===== config.mk =====
export PLATFORM = sky130hd
export DESIGN_NAME = frame_readout_manager
export DESIGN_NICKNAME = d
export VERILOG_FILES = /design/src/design/frm_pkg.sv /design/src/design/frm_core.sv /design/src/design/frm_out_reg.sv /design/src/design/frame_readout_manager.sv
export SDC_FILE = /design/constraint.sdc
export NUM_CORES = 1
export LEC_CHECK = 0
export ABC_AREA = 1
export BUFFER_PORTS_ARGS = -buffer_cell sky130_fd_sc_hd__buf_2
export CAP_MARGIN = 5
export CORE_UTILIZATION = 53
export DETAILED_ROUTE_END_ITERATION = 16
export PLACE_DENSITY_LB_ADDON = 0.1
export SYNTH_ARGS = -nofsm -noshare
export SYNTH_HDL_FRONTEND = slang
export SYNTH_HIERARCHICAL = 1
export SYNTH_SLANG_ARGS = --single-unit

===== constraint.sdc =====
create_clock -name clk -period 2.49 [get_ports clk]
set_input_delay 0.498 -clock clk [delete_from_list [all_inputs] [get_ports clk]]
set_output_delay 0.498 -clock clk [all_outputs]
set_load 0.02 [all_outputs]

===== src/design/frm_pkg.sv =====
// Shared types, constants and codes of the frame readout manager.
package frm_pkg;

  localparam int FRAME_FIFO_DEPTH = 8;
  localparam int ORBIT_LENGTH     = 3564;
  localparam int EVENT_BUFFERS    = 3;

  localparam int FILL_W  = $clog2(FRAME_FIFO_DEPTH + 1);
  localparam int BUNCH_W = 12;
  localparam int EVC_W   = 2;
  localparam int CFG_W   = 4;
  localparam int IDX_W   = 2;

  // configuration register indexes
  localparam logic [IDX_W-1:0] CFG_CONTINUOUS = 2'd0;
  localparam logic [IDX_W-1:0] CFG_BUSY_THR   = 2'd1;
  localparam logic [IDX_W-1:0] CFG_OVR_THR    = 2'd2;

  // readout phases
  localparam logic [1:0] PH_WAIT  = 2'd0;
  localparam logic [1:0] PH_START = 2'd1;
  localparam logic [1:0] PH_RUN   = 2'd2;
  localparam logic [1:0] PH_DONE  = 2'd3;

  // event actions
  localparam logic [1:0] ACT_NONE   = 2'd0;
  localparam logic [1:0] ACT_ACCEPT = 2'd1;
  localparam logic [1:0] ACT_FLUSH  = 2'd2;
  localparam logic [1:0] ACT_REJECT = 2'd3;

  typedef struct packed {
    logic       continuous;
    logic [3:0] busy_thr;
    logic [3:0] ovr_thr;
  } cfg_t;

  typedef struct packed {
    logic strobe_low;
    logic regions_done;
    logic start_fifo_pop;
    logic end_fifo_pop;
  } in_t;

  typedef struct packed {
    logic              strobe_active;
    logic [1:0]        phase;
    logic [BUNCH_W-1:0] bunch;
    logic [EVC_W-1:0]  event_count;
    logic [FILL_W-1:0] start_fill;
    logic [FILL_W-1:0] end_fill;
    logic              violation;
    logic              flushed;
    logic              fifo_busy;
    logic              abort;
    logic              fatal;
    logic              buffers_busy;
    logic              busy;
    logic              ready;
    logic              start_pulse;
    logic [2:0]        pending;
    logic              done_all;
  } state_t;

  typedef struct packed {
    logic        frame_ready;
    logic        busy_res;
    logic        abort;
    logic        fatal;
    logic        region_start;
    logic        start_word_valid;
    logic [12:0] start_word;
    logic        violation_end_valid;
    logic        readout_end_valid;
    logic [2:0]  end_word;
    logic [1:0]  events_held;
    logic [1:0]  event_action;
  } res_t;

endpackage


===== src/design/frm_core.sv =====
// Configuration and state registers with the per-tick update logic.
module frm_core import frm_pkg::*; (
  input  logic             clk,
  input  logic             rst,
  input  logic             cfg_we,
  input  logic [IDX_W-1:0] cfg_index,
  input  logic [CFG_W-1:0] cfg_data,
  input  logic             accept,
  input  in_t              item,
  output res_t             res,
  output state_t           st
);

  cfg_t   cfg;
  state_t st_next;

  always_ff @(posedge clk) begin
    if (rst) begin
      cfg.continuous <= 1'b0;
      cfg.busy_thr   <= 4'd4;
      cfg.ovr_thr    <= 4'd6;
    end else if (cfg_we) begin
      unique case (cfg_index)
        CFG_CONTINUOUS: cfg.continuous <= cfg_data[0];
        CFG_BUSY_THR:   cfg.busy_thr   <= cfg_data[3:0];
        CFG_OVR_THR:    cfg.ovr_thr    <= cfg_data[3:0];
        default: ;
      endcase
    end
  end

  always_ff @(posedge clk) begin
    if (rst) begin
      st <= '0;
    end else if (accept) begin
      st <= st_next;
    end
  end

  always_comb begin
    logic               start_push;
    logic               end_push_v;
    logic               end_push_r;
    logic               evc_full;
    logic [BUNCH_W:0]   bunch_inc;

    st_next    = st;
    res        = '0;
    start_push = 1'b0;
    end_push_v = 1'b0;
    end_push_r = 1'b0;
    evc_full   = int'(st.event_count) >= EVENT_BUFFERS;

    if (!item.strobe_low && !st.strobe_active) begin
      st_next.strobe_active = 1'b1;
      if (st.abort) begin
        res.event_action = ACT_REJECT;
      end else if (cfg.continuous) begin
        if (evc_full) begin
          res.event_action  = ACT_REJECT;
          st_next.violation = 1'b1;
          st_next.flushed   = 1'b0;
          st_next.ready     = 1'b0;
        end else if (int'(st.event_count) == EVENT_BUFFERS - 1) begin
          // drop the oldest frame, keep the count
          res.event_action  = ACT_FLUSH;
          st_next.violation = 1'b0;
          st_next.flushed   = 1'b1;
          st_next.ready     = 1'b1;
        end else begin
          st_next.event_count = st.event_count + 2'd1;
          res.event_action  = ACT_ACCEPT;
          st_next.violation = 1'b0;
          st_next.flushed   = 1'b0;
          st_next.ready     = 1'b1;
        end
      end else begin
        st_next.flushed = 1'b0;
        if (evc_full) begin
          res.event_action  = ACT_REJECT;
          st_next.ready     = 1'b0;
          st_next.violation = 1'b1;
        end else begin
          st_next.event_count = st.event_count + 2'd1;
          res.event_action  = ACT_ACCEPT;
          st_next.ready     = 1'b1;
          st_next.violation = 1'b0;
        end
      end
    end else if (item.strobe_low && st.strobe_active) begin
      st_next.ready         = 1'b0;
      st_next.strobe_active = 1'b0;
      res.start_word_valid  = 1'b1;
      res.start_word        = {st.violation, st.bunch};
      if (st.violation) begin
        end_push_v              = int'(st.end_fill) < FRAME_FIFO_DEPTH;
        res.violation_end_valid = 1'b1;
        st_next.violation       = 1'b0;
      end
      if (st.start_fill == '0 && st.end_fill == '0 && !end_push_v) begin
        st_next.fifo_busy = 1'b0;
        st_next.abort     = 1'b0;
      end else if (int'(st.start_fill) >= FRAME_FIFO_DEPTH) begin
        st_next.fifo_busy = 1'b1;
        st_next.abort     = 1'b1;
        st_next.fatal     = 1'b1;
      end else if (int'(st.start_fill) > int'(cfg.ovr_thr)) begin
        st_next.fifo_busy = 1'b1;
        st_next.abort     = 1'b1;
      end else if (int'(st.start_fill) > int'(cfg.busy_thr)) begin
        st_next.fifo_busy = 1'b1;
      end else if (!st.abort) begin
        st_next.fifo_busy = 1'b0;
      end
      start_push = int'(st.start_fill) < FRAME_FIFO_DEPTH;
    end

    // wrapping bunch counter
    bunch_inc = {1'b0, st.bunch} + {{BUNCH_W{1'b0}}, 1'b1};
    if (bunch_inc >= (BUNCH_W+1)'(ORBIT_LENGTH)) st_next.bunch = '0;
    else st_next.bunch = bunch_inc[BUNCH_W-1:0];

    unique case (st.phase)
      PH_WAIT: begin
        st_next.start_pulse = 1'b0;
        st_next.done_all    = 1'b0;
        if (st_next.event_count > 2'd1 ||
            (st_next.event_count == 2'd1 && !st_next.strobe_active))
          st_next.phase = PH_START;
      end
      PH_START: begin
        st_next.start_pulse = 1'b1;
        st_next.done_all    = 1'b0;
        st_next.phase       = PH_RUN;
      end
      PH_RUN: begin
        st_next.start_pulse = 1'b0;
        st_next.done_all    = item.regions_done && !st.start_pulse;
        if (st.done_all) begin
          st_next.pending = {st.flushed, 1'b0, st.busy};
          st_next.flushed = 1'b0;
          st_next.phase   = PH_DONE;
        end
      end
      PH_DONE: begin
        st_next.start_pulse = 1'b0;
        st_next.done_all    = 1'b0;
        end_push_r = int'(st.end_fill) + int'(end_push_v) < FRAME_FIFO_DEPTH;
        res.readout_end_valid = 1'b1;
        if (st_next.event_count != '0) st_next.event_count = st_next.event_count - 2'd1;
        st_next.phase = PH_WAIT;
      end
    endcase

    if (cfg.continuous) st_next.buffers_busy = st_next.event_count > 2'd1;
    else st_next.buffers_busy = int'(st_next.event_count) >= EVENT_BUFFERS;
    st_next.busy = st.fifo_busy || st.buffers_busy;

    // fill levels: pops never free room for this tick's pushes
    if (item.start_fifo_pop && st_next.start_fill != '0)
      st_next.start_fill = st_next.start_fill - FILL_W'(1);
    st_next.start_fill = st_next.start_fill + FILL_W'(start_push);
    if (item.end_fifo_pop && st_next.end_fill != '0)
      st_next.end_fill = st_next.end_fill - FILL_W'(1);
    st_next.end_fill = st_next.end_fill + FILL_W'(end_push_v) + FILL_W'(end_push_r);

    res.frame_ready  = st.ready;
    res.busy_res     = st_next.busy;
    res.abort        = st_next.abort;
    res.fatal        = st_next.fatal;
    res.region_start = st_next.start_pulse;
    res.events_held  = st_next.event_count;
    if (res.violation_end_valid || res.readout_end_valid) res.end_word = st.pending;
  end

endmodule


===== src/design/frm_out_reg.sv =====
// Result register between the update logic and the master-side stream.
module frm_out_reg import frm_pkg::*; (
  input  logic        clk,
  input  logic        rst,
  input  logic        load,
  input  res_t        res,
  output logic        m_tvalid,
  input  logic        m_tready,
  output logic [31:0] m_tdata
);

  res_t res_q;

  always_ff @(posedge clk) begin
    if (rst) begin
      m_tvalid <= 1'b0;
    end else if (load) begin
      m_tvalid <= 1'b1;
    end else if (m_tready) begin
      m_tvalid <= 1'b0;
    end
  end

  always_ff @(posedge clk) begin
    if (load) res_q <= res;
  end

  assign m_tdata = {4'b0000, res_q.event_action, res_q.events_held, res_q.end_word,
                    res_q.readout_end_valid, res_q.violation_end_valid,
                    res_q.start_word, res_q.start_word_valid, res_q.region_start,
                    res_q.fatal, res_q.abort, res_q.busy_res, res_q.frame_ready};

endmodule


===== src/design/frame_readout_manager.sv =====
// Top level of the frame readout manager: tick stream in, status stream out.
//
//  channel  | direction | width | contents
//  ---------+-----------+-------+----------------------------------------------
//  s_*      | in        | 8     | one clock tick of strobe, done and pop flags
//  m_*      | out       | 32    | registered flags, FIFO words, event action
//  cfg_*    | in        | 4     | mode and threshold registers, write only
//
// One transfer per cycle is sustained while m_tready is high or the result
// register is empty; the single result register sits after the update logic.
// A result is registered and appears on m_* in the cycle after its tick is taken.
// Input is held off only while the result register is full and m_tready is low.
// rst is synchronous and resets the state, m_tvalid and cfg to their defaults.
module frame_readout_manager import frm_pkg::*; (
  input  logic             clk,
  input  logic             rst,
  input  logic             s_tvalid,
  output logic             s_tready,
  // [0] strobe_low, [1] regions_done, [2] start_fifo_pop, [3] end_fifo_pop
  input  logic [7:0]       s_tdata,
  output logic             m_tvalid,
  input  logic             m_tready,
  // [0] frame_ready, [1] busy_res, [2] abort, [3] fatal, [4] region_start,
  // [5] start_word_valid, [18:6] start_word, [19] violation_end_valid,
  // [20] readout_end_valid, [23:21] end_word, [25:24] events_held,
  // [27:26] event_action
  output logic [31:0]      m_tdata,
  input  logic             cfg_we,
  input  logic [IDX_W-1:0] cfg_index,
  input  logic [CFG_W-1:0] cfg_data
);

  logic   accept;
  in_t    item;
  res_t   res;
  state_t st;

  assign s_tready = !m_tvalid || m_tready;
  assign accept   = s_tvalid && s_tready;

  assign item.strobe_low     = s_tdata[0];
  assign item.regions_done   = s_tdata[1];
  assign item.start_fifo_pop = s_tdata[2];
  assign item.end_fifo_pop   = s_tdata[3];

  frm_core u_core (
    .clk       (clk),
    .rst       (rst),
    .cfg_we    (cfg_we),
    .cfg_index (cfg_index),
    .cfg_data  (cfg_data),
    .accept    (accept),
    .item      (item),
    .res       (res),
    .st        (st)
  );

  frm_out_reg u_out (
    .clk      (clk),
    .rst      (rst),
    .load     (accept),
    .res      (res),
    .m_tvalid (m_tvalid),
    .m_tready (m_tready),
    .m_tdata  (m_tdata)
  );

  // fatal stays set once reached
  a_fatal_sticky: assert property (@(posedge clk) disable iff (rst)
    st.fatal |=> st.fatal)
    else $error("fatal flag cleared");

  // fill levels stay within the FIFO depth
  a_fill_bound: assert property (@(posedge clk) disable iff (rst)
    int'(st.start_fill) <= FRAME_FIFO_DEPTH && int'(st.end_fill) <= FRAME_FIFO_DEPTH)
    else $error("frame FIFO fill out of range");

  // a start word and a strobe-open action never share a result
  a_edge_excl: assert property (@(posedge clk) disable iff (rst)
    m_tvalid && m_tdata[5] |-> m_tdata[27:26] == ACT_NONE)
    else $error("start word and event action in one result");

  // a start pulse always coincides with the wait-for-regions phase
  a_pulse_phase: assert property (@(posedge clk) disable iff (rst)
    st.start_pulse |-> st.phase == PH_RUN)
    else $error("start pulse outside region readout");

endmodule

==> run_results.csv <==
group,metric,value,unit
worst_setup_path,required,2.70,ns
clock_tree,cts_root_buf,"clkbuf_8",
pwr,power_frac_seq,48.9,%
cells_and_area,nNetsFinal,593,
global_route,antenna_found_initial,0,
routing,wl,8090,um
timing,timing.setup.tns,0,ns
pwr,peakVddDrop,336,uV
cells_and_area,drive_gt1_share,18.2,%
timing,post-route-min-period,2.15,ns
worst_setup_path,path_cells,"inv_1 -> ha_1 -> nand3_1 -> nand2_1 -> xor2_1 -> fa_1 -> inv_1 -> ha_1 -> o21ai_0 -> a21oi_1",
global_route,grt_pass1_wl,13600,um
pwr,p_leak,0.00199,uW
routing,ant_nets,0,
hold_path,hold-path-endpoint,"u_core/cfg[2]",
clock_tree,ctsHoldBuffers,0,
logic_synthesis,synth_warnings,6,
timing,worst_pin_slew,0.739,ns
routing,drc_errors,0,
timing,fin_skew,0.00728,ns
timing,fin_ws,0.344,ns
pwr,combPwrFrac,15.5,%
clock_tree,cts_setup_buffers,0,
run_status,outcome,"completed",
routing,first_iter_violations,158,
hold_path,hold_depth,3,
timing,maxSlewViolCount,0,
logic_synthesis,avgSynthCellArea,8.12,um^2
clock_tree,clk_pin_slew,0.08,ns
floorplanning,fp-row-count,31,
placement,place.gp.congestion,0.831,
cells_and_area,area_delta_synth_final,10.4,%
pwr,p_switching,775,uW
global_route,grt_pass1_vias,2994,
worst_setup_path,worstReg2RegEnd,"u_core/st[14]",
floorplanning,coreArea,0.00741,mm^2
floorplanning,dieArea,0.00820,mm^2
clock_tree,cts_tree,"built",
routing,firstDrtPassIters,5,
worst_setup_path,reg2reg_depth,10,
placement,hpwl,5830,um
worst_setup_path,critical_path.slowest_cell,"fa_1",
clock_tree,cts-resized-gates,0,
placement,port_buffers,44,
clock_tree,clock_path_buffers,2,
floorplanning,ios,53,
routing,wl_per_cell,12.4,um
global_route,grt-ovfl-total,0,
pwr,clkPwrFrac,35.6,%
global_route,grt_use_total,20.6,%
worst_setup_path,reg2reg_slack,0.34,ns
timing,rsz0062_at_grt,"no",
routing,viasPerCell,5.05,
worst_setup_path,rr_startpoint,"u_core/st[13]",
clock_tree,cts_buffers,9,
worst_setup_path,critPathMaxFanout,5,
clock_tree,cts_sinks,75,
pwr,power,2830,uW
hold_path,hold_path_class,"in2reg",
cells_and_area,nFillCells,672,
global_route,grt_start_max_net_pins,37,
floorplanning,start_util,56.1,%
worst_setup_path,critPathMaxStageDelay,0.41,ns
worst_setup_path,worst-path-buf-inv,2,
cells_and_area,final_common_cell,"nand2_1",
timing,hold_violations,0,
clock_tree,htreeDepth,3,
floorplanning,die_h,90.6,um
worst_setup_path,crit_family,"adder cells",
pwr,p_int,2050,uW
timing,slew_headroom,50.7,%
logic_synthesis,syn_area,0.00416,mm^2
floorplanning,die_w,90.6,um
logic_synthesis,postSynthCellCount,512,
worst_setup_path,end_kind,"register",
worst_setup_path,arrival,2.36,ns
clock_tree,clock_latency,0.34,ns
worst_setup_path,crit_path_start_kind,"register",
cells_and_area,insertedDiodeCount,0,
cells_and_area,layout_common_cells,"95 x nand2_1, 78 x inv_1, 48 x nor2_1",
job,maxCapViolations,0,
timing,setup_viol,0,
worst_setup_path,crit_type,"reg2reg",
pwr,p_per_area,616,mW/mm^2
timing,period_share,86.2,%
placement,dp_slack,0.230,ns
pwr,switching_share,27.4,%
timing,fmax,0.466,GHz
routing,via_count,3297,
hold_path,min_from,"cfg_data[2]",
==> worst register-to-register path, stage by stage, from the launching register on <==
cell,delay [ns]
dfxtp_1,0.39
inv_1,0.08
ha_1,0.23
nand3_1,0.12
nand2_1,0.13
xor2_1,0.17
fa_1,0.41
inv_1,0.08
ha_1,0.21
o21ai_0,0.15
a21oi_1,0.05
==> flip-flops by register name (all words and copies together), names as in the netlist <==
register and cells:
u_out/m_tdata 28, u_core/st 36, u_core/res 1, u_core/cfg 9, u_out/m_tvalid 1
==> layout make-up <==
type | count | area [um^2] | share of cell area (%)
Sequential cell | 75 | 1780 | 38.8
Inverter | 78 | 293 | 6.38
Tap cell | 99 | 124 | 2.70
Clock buffer | 11 | 131 | 2.86
Multi-Input combinational cell | 336 | 1910 | 41.6
Clock inverter | 5 | 78.8 | 1.72
Timing Repair Buffer | 49 | 270 | 5.89
==> how the worst max path moves through the flow <==
stage / end / from / cells after the start / slack, ns
4_1_cts: u_core/st[14] / u_core/st[13] / 10 / 0.33
5_1_grt: u_core/st[14] / u_core/st[13] / 10 / 0.20
3_3_place_gp: u_core/st[14] / s_tdata[0] / 12 / 0.27
2_1_floorplan: u_core/st[25] / m_tready / 7 / 0.03
3_5_place_dp: u_core/st[14] / s_tdata[0] / 12 / 0.23
6_report: u_core/st[14] / u_core/st[13] / 10 / 0.34
==> power by group through the flow <==
stage / Clock, uW / Combinational, uW / Sequential (uW)
3_3_place_gp: 0 / 421 / 1410
4_1_cts: 1030 / 438 / 1380
3_5_place_dp: 0 / 435 / 1410
2_1_floorplan: 0 / 299 / 1440
5_1_grt: 1080 / 499 / 1390
6_report: 1010 / 439 / 1380
==> per-layer routing <==
| layer | share of wire (%) | global-route usage (%) | wire length [um] |
|---|---|---|---|
| met1 | 49 | 27.6 | 3930 |
| met2 | 46 | 33.5 | 3740 |
| met3 | 3.5 | 3.20 | 284 |
| met4 | 1.7 | 8.06 | 135 |
| met5 | 0 | 0 | 0 |
==> stage by stage <==
step	hold WS [ns]	utilization [%]	instances	area, um^2
finish	0.385	62.0	653	4590
detailed placement	0.421	59.1	637	4380
global route	0.393	62.0	653	4590
floorplan	0.403	-	515	4170
CTS	0.375	62.0	653	4590
global placement	0.419	59.1	637	4380
(Power assumes the default switching activity.)
